`config.mk`:
```
export PLATFORM = sky130hd
export DESIGN_NAME = hex_field_formatter_top
export DESIGN_NICKNAME = d
export VERILOG_FILES = /design/src/sv/hff_pkg.sv /design/src/sv/hff_layout.sv /design/src/sv/hex_field_formatter_top.sv
export SDC_FILE = /design/constraint.sdc
export NUM_CORES = 1
export LEC_CHECK = 0
export BUFFER_PORTS_ARGS = -buffer_cell sky130_fd_sc_hd__buf_4
export CORE_MARGIN = 3
export CORE_UTILIZATION = 40
export DETAILED_ROUTE_END_ITERATION = 12
export MAX_ROUTING_LAYER = met4
export PLACE_DENSITY = 0.65
export SETUP_SLACK_MARGIN = 0.1
export SLEW_MARGIN = 5
export SYNTH_ARGS = -nofsm -noshare
export SYNTH_HDL_FRONTEND = slang
export SYNTH_SLANG_ARGS = --single-unit
```
`constraint.sdc`:
```
create_clock -name aclk -period 9.8 [get_ports aclk]
set_input_delay 1.96 -clock aclk [delete_from_list [all_inputs] [get_ports aclk]]
set_output_delay 1.96 -clock aclk [all_outputs]
set_load 0.02 [all_outputs]
```
`src/sv/hff_pkg.sv`:
```
package hff_pkg;

    // Field limits
    localparam int MAX_FIELD_DEF = 64;
    localparam int CNT_W         = 7;
    localparam int VALUE_W       = 32;
    localparam int S_TDATA_W     = 56;
    localparam int M_TDATA_W     = 40;

    // ASCII codes used in the field
    localparam logic [6:0] CH_SPACE  = 7'h20;
    localparam logic [6:0] CH_ZERO   = 7'h30;
    localparam logic [6:0] CH_X_LO   = 7'h78;
    localparam logic [6:0] CH_X_UP   = 7'h58;
    localparam logic [6:0] CH_A_LO   = 7'h61;
    localparam logic [6:0] CH_A_UP   = 7'h41;

    // Prefix countdown codes
    localparam logic [1:0] PRE_NONE  = 2'd0;
    localparam logic [1:0] PRE_X     = 2'd1;
    localparam logic [1:0] PRE_ZERO  = 2'd2;

    // Character counts of one field, in emit order
    typedef struct packed {
        logic [CNT_W-1:0]   lead;
        logic [1:0]         prefix;
        logic [CNT_W-1:0]   zeros;
        logic [3:0]         digits;
        logic [CNT_W-1:0]   trail;
        logic [CNT_W-1:0]   total;
        logic [VALUE_W-1:0] aligned;
    } layout_t;

    // Map one nibble to its hex digit
    function automatic logic [6:0] hex_char(input logic [3:0] nib, input logic upper);
        logic [6:0] base;
        if (nib < 4'd10) begin
            hex_char = CH_ZERO + {3'b000, nib};
        end else begin
            base     = upper ? CH_A_UP : CH_A_LO;
            hex_char = base + {3'b000, nib} - 7'd10;
        end
    endfunction

endpackage

```
`src/sv/hff_layout.sv`:
```
module hff_layout
    import hff_pkg::*;
#(
    parameter int MAX_FIELD = MAX_FIELD_DEF
) (
    input  logic [VALUE_W-1:0] value,
    input  logic               alt_prefix,
    input  logic               left_justify,
    input  logic               zero_pad,
    input  logic               has_precision,
    input  logic [5:0]         precision,
    input  logic [6:0]         min_width,
    output layout_t            layout
);

    localparam logic [7:0] PREC_LIM  = 8'(MAX_FIELD - 2);
    localparam logic [7:0] WIDTH_LIM = 8'(MAX_FIELD);

    logic [7:0] prec_sat;
    logic [7:0] width_sat;
    logic [3:0] ndig;
    logic [7:0] npre;
    logic [7:0] nzero;
    logic [7:0] body;
    logic [7:0] pad;
    logic       zfill;
    logic [7:0] lead;
    logic [7:0] zeros;
    logic [7:0] trail;
    logic [7:0] total;
    logic [5:0] align_sh;

    // Count significant digits: highest nonzero nibble wins
    always_comb begin
        ndig = 4'd1;
        for (int i = 0; i < 8; i++) begin
            if (value[4*i +: 4] != 4'd0) begin
                ndig = 4'(i + 1);
            end
        end
        if (has_precision && precision == 6'd0 && value == '0) begin
            ndig = 4'd0;
        end
    end

    // Split the field into pad, prefix, zeros, digits
    always_comb begin
        prec_sat  = ({2'b00, precision} > PREC_LIM) ? PREC_LIM : {2'b00, precision};
        width_sat = ({1'b0, min_width} > WIDTH_LIM) ? WIDTH_LIM : {1'b0, min_width};
        npre      = (alt_prefix && value != '0) ? 8'd2 : 8'd0;
        nzero     = (has_precision && prec_sat > {4'd0, ndig}) ? prec_sat - {4'd0, ndig} : 8'd0;
        body      = {4'd0, ndig} + nzero + npre;
        pad       = (width_sat > body) ? width_sat - body : 8'd0;
        zfill     = !left_justify && zero_pad && !has_precision;
        lead      = (!left_justify && !zfill) ? pad : 8'd0;
        zeros     = nzero + (zfill ? pad : 8'd0);
        trail     = left_justify ? pad : 8'd0;
        total     = body + pad;
        align_sh  = {4'd8 - ndig, 2'b00};
    end

    assign layout.lead    = lead[CNT_W-1:0];
    assign layout.prefix  = npre[1:0];
    assign layout.zeros   = zeros[CNT_W-1:0];
    assign layout.digits  = ndig;
    assign layout.trail   = trail[CNT_W-1:0];
    assign layout.total   = total[CNT_W-1:0];
    assign layout.aligned = value << align_sh;

endmodule

```
`src/sv/hex_field_formatter_top.sv`:
```
// Hex field formatter: printf-style %x / %X conversion of one 32-bit value.
// Input stream (s_*): one word per value with its flags, precision and width.
// Output stream (m_*): one word per ASCII character of the formatted field,
// m_tlast set on the final character, with the running character total.
// An item whose field is empty (zero value, precision zero, no width) gives
// no output word at all.
// Throughput: characters leave one per cycle while the receiver is ready,
// through a nibble shift register and a set of down counters; no new input
// word is taken until the last character of an item is emitted, and an empty
// field never leaves the idle state. Fields are at most MAX_FIELD characters.
// The first character reaches the output register after the field is loaded
// into the counters and the state register has moved to ST_RUN.
// A stalled receiver freezes the output register and the counters; the next
// input word may be taken while the final character still waits.
// Reset (aresetn low, synchronous) empties the output register, drops any
// field in progress and clears the character total to zero.
module hex_field_formatter_top
    import hff_pkg::*;
#(
    parameter int MAX_FIELD = MAX_FIELD_DEF
) (
    input  logic                 aclk,
    input  logic                 aresetn,
    input  logic                 s_tvalid,
    output logic                 s_tready,
    // value[31:0], upper_case[32], alt_prefix[33], left_justify[34],
    // zero_pad[35], has_precision[36], precision[42:37], min_width[49:43], zeros
    input  logic [S_TDATA_W-1:0] s_tdata,
    output logic                 m_tvalid,
    input  logic                 m_tready,
    // character[6:0], chars_total[38:7], zero[39]
    output logic [M_TDATA_W-1:0] m_tdata,
    output logic                 m_tlast
);

    typedef enum logic [1:0] {
        ST_IDLE = 2'b01,
        ST_RUN  = 2'b10
    } state_t;

    state_t              state_reg, state_next;
    logic [CNT_W-1:0]    lead_reg, lead_next;
    logic [1:0]          pre_reg, pre_next;
    logic [CNT_W-1:0]    zeros_reg, zeros_next;
    logic [3:0]          dig_reg, dig_next;
    logic [CNT_W-1:0]    trail_reg, trail_next;
    logic [CNT_W-1:0]    rem_reg, rem_next;
    logic [VALUE_W-1:0]  val_reg, val_next;
    logic                upper_reg, upper_next;
    logic [VALUE_W-1:0]  count_reg, count_next;
    logic                mvalid_reg, mvalid_next;
    logic [6:0]          mchar_reg, mchar_next;
    logic                mlast_reg, mlast_next;
    logic [VALUE_W-1:0]  mtotal_reg, mtotal_next;

    layout_t             layout;
    logic                in_acc;
    logic                emit;
    logic [6:0]          char_sel;

    // Work out the field layout of the incoming word
    hff_layout #(
        .MAX_FIELD(MAX_FIELD)
    ) u_layout (
        .value        (s_tdata[31:0]),
        .alt_prefix   (s_tdata[33]),
        .left_justify (s_tdata[34]),
        .zero_pad     (s_tdata[35]),
        .has_precision(s_tdata[36]),
        .precision    (s_tdata[42:37]),
        .min_width    (s_tdata[49:43]),
        .layout       (layout)
    );

    assign s_tready = (state_reg == ST_IDLE);
    assign in_acc   = s_tvalid && s_tready;
    assign emit     = (state_reg == ST_RUN) && (!mvalid_reg || m_tready);

    // Pick the current character by phase
    always_comb begin
        if (lead_reg != '0) begin
            char_sel = CH_SPACE;
        end else if (pre_reg == PRE_ZERO) begin
            char_sel = CH_ZERO;
        end else if (pre_reg == PRE_X) begin
            char_sel = upper_reg ? CH_X_UP : CH_X_LO;
        end else if (zeros_reg != '0) begin
            char_sel = CH_ZERO;
        end else if (dig_reg != 4'd0) begin
            char_sel = hex_char(val_reg[VALUE_W-1 -: 4], upper_reg);
        end else begin
            char_sel = CH_SPACE;
        end
    end

    // Advance counters, shift digits, load output register
    always_comb begin
        state_next  = state_reg;
        lead_next   = lead_reg;
        pre_next    = pre_reg;
        zeros_next  = zeros_reg;
        dig_next    = dig_reg;
        trail_next  = trail_reg;
        rem_next    = rem_reg;
        val_next    = val_reg;
        upper_next  = upper_reg;
        count_next  = count_reg;
        mvalid_next = mvalid_reg;
        mchar_next  = mchar_reg;
        mlast_next  = mlast_reg;
        mtotal_next = mtotal_reg;

        if (m_tready) begin
            mvalid_next = 1'b0;
        end

        case (state_reg)
            ST_IDLE: begin
                if (in_acc) begin
                    lead_next  = layout.lead;
                    pre_next   = layout.prefix;
                    zeros_next = layout.zeros;
                    dig_next   = layout.digits;
                    trail_next = layout.trail;
                    rem_next   = layout.total;
                    val_next   = layout.aligned;
                    upper_next = s_tdata[32];
                    if (layout.total != '0) begin
                        state_next = ST_RUN;
                    end
                end
            end
            ST_RUN: begin
                if (emit) begin
                    if (lead_reg != '0) begin
                        lead_next = lead_reg - 1'b1;
                    end else if (pre_reg != PRE_NONE) begin
                        pre_next = pre_reg - 1'b1;
                    end else if (zeros_reg != '0) begin
                        zeros_next = zeros_reg - 1'b1;
                    end else if (dig_reg != 4'd0) begin
                        dig_next = dig_reg - 1'b1;
                        val_next = {val_reg[VALUE_W-5:0], 4'h0};
                    end else begin
                        trail_next = trail_reg - 1'b1;
                    end
                    rem_next    = rem_reg - 1'b1;
                    count_next  = count_reg + 1'b1;
                    mvalid_next = 1'b1;
                    mchar_next  = char_sel;
                    mlast_next  = (rem_reg == CNT_W'(1));
                    mtotal_next = count_reg + 1'b1;
                    if (rem_reg == CNT_W'(1)) begin
                        state_next = ST_IDLE;
                    end
                end
            end
            default: begin
                state_next = ST_IDLE;
            end
        endcase
    end

    // Control registers
    always_ff @(posedge aclk) begin
        if (!aresetn) begin
            state_reg  <= ST_IDLE;
            count_reg  <= '0;
            mvalid_reg <= 1'b0;
        end else begin
            state_reg  <= state_next;
            count_reg  <= count_next;
            mvalid_reg <= mvalid_next;
        end
    end

    // Payload registers
    always_ff @(posedge aclk) begin
        lead_reg   <= lead_next;
        pre_reg    <= pre_next;
        zeros_reg  <= zeros_next;
        dig_reg    <= dig_next;
        trail_reg  <= trail_next;
        rem_reg    <= rem_next;
        val_reg    <= val_next;
        upper_reg  <= upper_next;
        mchar_reg  <= mchar_next;
        mlast_reg  <= mlast_next;
        mtotal_reg <= mtotal_next;
    end

    assign m_tvalid = mvalid_reg;
    assign m_tlast  = mlast_reg;
    assign m_tdata  = {1'b0, mtotal_reg, mchar_reg};

endmodule

```
==> summary.txt, run 1 <==
Run status
  • Status: finished clean

STA
  • Final TNS setup: 0 ns
  • Fin crit share: 91.8%
  • Clk_skew: 0.0183 ns
  • RSZ-0062 raised after global routing: no
  • Final hold violation count: 0
  • Final setup vio count: 0
  • Fmax: 111 MHz
  • Final Slew Violations: 0
  • Rel. slew slack: 32.5%
  • Worst slew pin tran: 1.00 ns
  • Tmin final: 9.00 ns

Clocking
  • Max clock buf depth: 2
  • Clock network latency to the later pin of the worst-skew pair: 0.43 ns
  • Post-CTS Setup Bufs: 0
  • CTS tree: built
  • Post-CTS sizing: 0
  • Clock root buffer: clkbuf_16
  • Post-CTS Hold Buffers: 0
  • Worst-path clk slew: 0.06 ns
  • Num CTS Buffers: 17
  • Htree depth: 4
  • TritonCTS Sinks: 135

Power
  • P_leak: 4.23 nW
  • Cell Pwr Density: 163 mW/mm²
  • Worst vdd rail ir drop: 0.000110 V

Worst setup path
  • Crit start category: input pin
  • CP max-delay cell: or4_1
  • CP Data Arrival Time: 9.27 ns
  • CP Buf/Inv Count: 5
  • CP Max Fanout: 18
  • Crit. End Element: flip-flop
  • Setup CP Type: input pin to flip-flop
  • CP required: 10.07 ns
  • CP top delay family: simple AND/OR/NAND/NOR gates
  • CP max stage delay: 0.52 ns

Die
  • Chip Height: 153 µm
  • Initial Utilization: 40.9%
  • Width of the die: 153 µm
  • Site row count: 53
  • Core Area: 0.0211 mm²
  • Ports: 103
  • Die area: 0.0233 mm²

Global route
  • First-pass GRT wire length: 31.2 mm
  • Gr usage total: 16.8%
  • Vias in the first global route: 6,194
  • Pin count of the biggest net entering global routing: 46
  • Global route overflow: 0
  • Initial antenna violation count: 0

Logic synthesis
  • Synth warn: 0
  • Synth Area in Compound Gates: 12.2%
  • Post-synth top cells: edfxtp_1 (100), nand2_1 (95), xnor2_1 (54)
  • Synth Area per Inst: 9.95 µm²
  • Top cells by area, synth: edfxtp_1 (35%), dfxtp_1 (8.1%), ha_1 (6.1%)
  • Mapped cell area: 0.00862 mm²
  • Xor and xnor fraction of the mapped netlist area: 9.61%
  • Post-synth top area share: 34.8%
  • Top_reg_cell synth: edfxtp_1
  • Seq cells post-synth: 135
  • Ys async rst share: 0%
  • Syn Nets: 974
  • Cell type with the largest total area after synthesis: edfxtp_1
  • Most common cell in the netlist: edfxtp_1
  • Syn Inst Count: 866
  • Cell variety after synth: 71
  • EDFF count, synth: 100
  • Synth Area in Adders: 7.49%
  • Sequential fraction of the synthesis area: 43.0%
  • Main combinational cell family by area after synthesis: simple AND/OR/NAND/NOR gates
  • Post-synthesis simple-gate area fraction: 18.8%
  • Post-synthesis mux area share: 4.50%

Min path
  • Hold crit path type: flip-flop to flip-flop

Detailed routing
  • DRC viols: 0
  • Vias per std cell: 5.28
  • Total Wirelength: 19.1 mm
  • 1st-iter DRT viols: 417
  • Vias: 6,589
  • Drt pass-1 iters: 5
  • WL per Instance: 15.3 µm
  • DRT antenna net count: 0

Final layout
  • Area of the multi-input gates: 0.00456 mm²
  • Layout cell share with drive strength beyond 1: 17.7%
  • Reg area: 0.00370 mm²
  • Diode count: 0
  • Fillers: 1,977
  • Post-layout util: 48.6%
  • Final net count: 1,068
  • Area Growth Syn to Fin: 18.8%

Placed design
  • Port Buffer Count: 95
  • Hpwl dp: 14.0 mm
  • Final GP Congestion: 0.881

Job
  • Max-cap viol count: 0
## through the flow
step                      hold slack, ns  power (W)  worst slack [ns]  std cells  cell area [µm²]
after floorplan                    0.470   0.000947             0.771        866             8620
after global placement             0.481    0.00105             0.415       1216             9630
after detailed placement           0.490    0.00105             0.322       1216             9630
after CTS                          0.498    0.00169             0.749       1248            10200
after global routing               0.542    0.00176             0.175       1248            10200
final                              0.495    0.00167             0.802       1248            10200
## power by group
group / internal [W] / switching, W / total, W / leakage [nW]
Clock: 0.000361 / 0.000269 / 0.000630 / 0.292
Combinational: 0.000147 / 0.000197 / 0.000344 / 2.66
Sequential: 0.000675 / 0.0000248 / 0.000699 / 1.28
Total: 0.00118 / 0.000491 / 0.00167 / 4.23
## worst paths after layout
path,startpoint,endpoint,slack (ns),cells after the start
setup / recovery,s_tdata[9],rem_reg[6],0.80,36
hold / removal,count_reg[1],count_reg[1],0.50,2
setup reg to reg,state_reg[1],count_reg[12],6.99,7
hold reg to reg,count_reg[1],count_reg[1],0.50,2
## cell families after synthesis
group,after synthesis
DFF,135
xor gates and xnor gates,90
other,1
AOI/OAI and AO/OA,161
buffers and inverters,84
muxes,35
and+or+nand+nor,312
adders and majority gates,48
## metal layers
layer	share of wire (%)	vias to the layer above	track usage [%]
li1	-	3307	-
met1	48	3052	23.2
met2	45	208	25.4
met3	6.2	22	3.21
met4	1.2	0	4.58
met5	0	-	-
## area by class of cell
cell class	count	area share [%]
multi-input cells	647	44.6
clock inverters	15	1.60
clock buffers	17	4.15
flip-flops and latches	135	36.2
repair buffers	115	8.43
inverters	44	1.73
well taps	275	3.36
## tightest hold or removal path, cell delays in order, from the launching register on
cell      delay (ns)
dfxtp_1         0.33
nand2_1         0.06
a21boi_0        0.06
## cell usage in the layout (no fill, tap or decap), types with 14 or more instances in the layout
cell / instances
buf_4: 115
edfxtp_1: 100
ha_1: 42
nand3_1: 33
a21oi_1: 32
and2_1: 27
nor2b_1: 14
nor2_1: 50
o21ai_0: 38
mux2i_1: 32
clkbuf_16: 17
nand2_1: 95
xor2_1: 33
inv_1: 41
dfxtp_1: 35
xnor2_1: 54
No activity file was read; power rests on OpenSTA's default activity.
==> inputs of run 2 (changes only) <==
--- a/config.mk
+++ b/config.mk
@@ -8,6 +8,7 @@
 export BUFFER_PORTS_ARGS = -buffer_cell sky130_fd_sc_hd__buf_4
 export CORE_MARGIN = 3
 export CORE_UTILIZATION = 40
+export CTS_BUF_LIST = sky130_fd_sc_hd__clkbuf_8
 export DETAILED_ROUTE_END_ITERATION = 12
 export MAX_ROUTING_LAYER = met4
 export PLACE_DENSITY = 0.65
==> run 2 against run 1 <==
Die area unchanged. Register-to-register slack lost 0.04 ns. Final area is 1.9% lower. Sequential share of layout area up 0.71 points. Largest cell class unchanged. Clock power decreased by 27%. Via count decreased by 0.49%. First-iteration DRC count fell by 7.2%. Global-route usage decreased by 0.11 points. Non-clock buffer count unchanged. Wire length shrank 0.50%. Critical path depth unchanged.
==> summary.txt, run 2 (same netlist as run 1, synthesis figures left out) <==
Detailed routing
  • DRC viols: 0 (unchanged)
  • Vias per std cell: 5.25 (was 5.28)
  • DRT antenna net count: 0 (unchanged)
  • 1st-iter DRT viols: 387 (was 417)
  • Vias: 6,557 (was 6,589)
  • Drt pass-1 iters: 5 (unchanged)
  • Total Wirelength: 19.0 mm (was 19.1 mm)
  • WL per Instance: 15.2 µm (was 15.3 µm)

STA
  • Fin crit share: 92.8% (was 91.8%)
  • Final hold violation count: 0 (unchanged)
  • Final Slew Violations: 0 (unchanged)
  • Final TNS setup: 0 ns (unchanged)
  • Final setup vio count: 0 (unchanged)
  • Clk_skew: 0.0154 ns (was 0.0183 ns)
  • Rel. slew slack: 29.3% (was 32.5%)
  • Worst slew pin tran: 1.05 ns (was 1.00 ns)
  • RSZ-0062 raised after global routing: no (unchanged)
  • Tmin final: 9.09 ns (was 9.00 ns)
  • Fmax: 110 MHz (was 111 MHz)

Final layout
  • Commonest non-fill, non-tap cell in the layout: buf_4 (unchanged)
  • Diode count: 0 (unchanged)
  • Layout cell share with drive strength beyond 1: 17.6% (was 17.7%)
  • Fillers: 2,003 (was 1,977)
  • Most frequent cells in the layout: buf_4 (115), edfxtp_1 (100), nand2_1 (95) (unchanged)
  • Layout Cells excl Fill: 1,248 (unchanged)
  • Area Growth Syn to Fin: 16.5% (was 18.8%)
  • Post-layout util: 47.6% (was 48.6%)
  • Final net count: 1,068 (unchanged)

Clocking
  • Clock network latency to the later pin of the worst-skew pair: 0.45 ns (was 0.43 ns)
  • Num CTS Buffers: 17 (unchanged)
  • Post-CTS Setup Bufs: 0 (unchanged)
  • TritonCTS Sinks: 135 (unchanged)
  • Max clock buf depth: 2 (unchanged)
  • Clock root buffer: clkbuf_8 (was clkbuf_16)
  • Htree depth: 4 (unchanged)
  • CTS tree: built (unchanged)
  • Post-CTS Hold Buffers: 0 (unchanged)
  • Post-CTS sizing: 0 (unchanged)
  • Worst-path clk slew: 0.08 ns (was 0.06 ns)

Die
  • Width of the die: 153 µm (unchanged)
  • Chip Height: 153 µm (unchanged)
  • Site row count: 53 (unchanged)
  • Die area: 0.0233 mm² (unchanged)
  • Ports: 103 (unchanged)
  • Core Area: 0.0211 mm² (unchanged)
  • Initial Utilization: 40.9% (unchanged)

Worst setup path
  • CP required: 10.10 ns (was 10.07 ns)
  • CP max stage delay: 0.53 ns (was 0.52 ns)
  • Crit start category: input pin (unchanged)
  • CP Data Arrival Time: 9.39 ns (was 9.27 ns)
  • Crit. End Element: flip-flop (unchanged)
  • Setup CP Type: input pin to flip-flop (unchanged)
  • CP Max Fanout: 18 (unchanged)
  • CP max-delay cell: nor4_1 (was or4_1)

Global route
  • Global route overflow: 0 (unchanged)
  • Vias in the first global route: 6,169 (was 6,194)
  • Pin count of the biggest net entering global routing: 46 (unchanged)
  • First-pass GRT wire length: 31.1 mm (was 31.2 mm)
  • Initial antenna violation count: 0 (unchanged)
  • Gr usage total: 16.7% (was 16.8%)

Placed design
  • Port Buffer Count: 95 (unchanged)
  • Post-Place Cells: 1,216 (unchanged)
  • Final GP Congestion: 0.881 (unchanged)
  • Hpwl dp: 14.0 mm (unchanged)

Power
  • Cell Pwr Density: 150 mW/mm² (was 163 mW/mm²)
  • P_leak: 4.15 nW (was 4.23 nW)
  • Worst vdd rail ir drop: 0.0000827 V (was 0.000110 V)
  • Total power: 0.00150 W (was 0.00167 W)

Job
  • Max-cap viol count: 0 (unchanged)

Run status
  • Status: finished clean (unchanged)

Min path
  • Hold crit path type: flip-flop to flip-flop (unchanged)
run 2: changes by cell type in the layout (fill, tap and decap cells not counted):
cell,previous run,this run
clkbuf_8,0,17
nor4_1,9,10
clkbuf_16,17,0
nor4_2,4,3
run 2: layer usage:
metal,wire [µm],part of all wire (%),GRT usage (%),up-vias
met5,0,0,-,-
met2,8520,45,25.3,170
li1,-,-,-,3304
met4,201,1.1,4.33,0
met1,9300,49,23.1,3064
met3,991,5.2,3.29,19
run 2: worst paths after layout:
check,startpoint,end,slack (ns),depth (start not counted)
worst max-delay path,s_tdata[5],rem_reg[6],0.71,36
worst min-delay path,count_reg[1],count_reg[1],0.50,2
worst max register to register,state_reg[1],count_reg[12],6.95,7
worst min register to register,count_reg[1],count_reg[1],0.50,2
run 2: through the flow:
step	hold WS, ns	worst slack (ns)	area, µm²
finish	0.498	0.709	10000
global placement	0.481	0.415	9630
global route	0.545	0.119	10000
CTS	0.501	0.799	10000
floorplan	0.470	0.771	8620
detailed placement	0.490	0.322	9630
run 2: cell type report:
class / count / area (µm²) / area share [%]
Multi-Input combinational cell: 647 / 4560 / 45.4
Clock buffer: 17 / 234 / 2.33
Sequential cell: 135 / 3700 / 36.9
Timing Repair Buffer: 115 / 863 / 8.59
Clock inverter: 15 / 164 / 1.63
Inverter: 44 / 178 / 1.77
Tap cell: 275 / 344 / 3.43
run 2: worst max-delay path, delay by kind of cell:
| kind | cells | cell delay (ns) |
|---|---|---|
| XOR/XNOR | 2 | 0.65 |
| AO/OA/AOI/OAI | 11 | 1.61 |
| AND/OR/NAND/NOR | 12 | 2.59 |
| buffers and inverters | 5 | 0.56 |
| adder cells (fa/ha/maj) | 6 | 2.01 |
run 2: report_power, final:
group,internal (W),switching (W)
Sequential,0.000674,0.0000248
Combinational,0.000147,0.000196
Clock,0.000213,0.000249
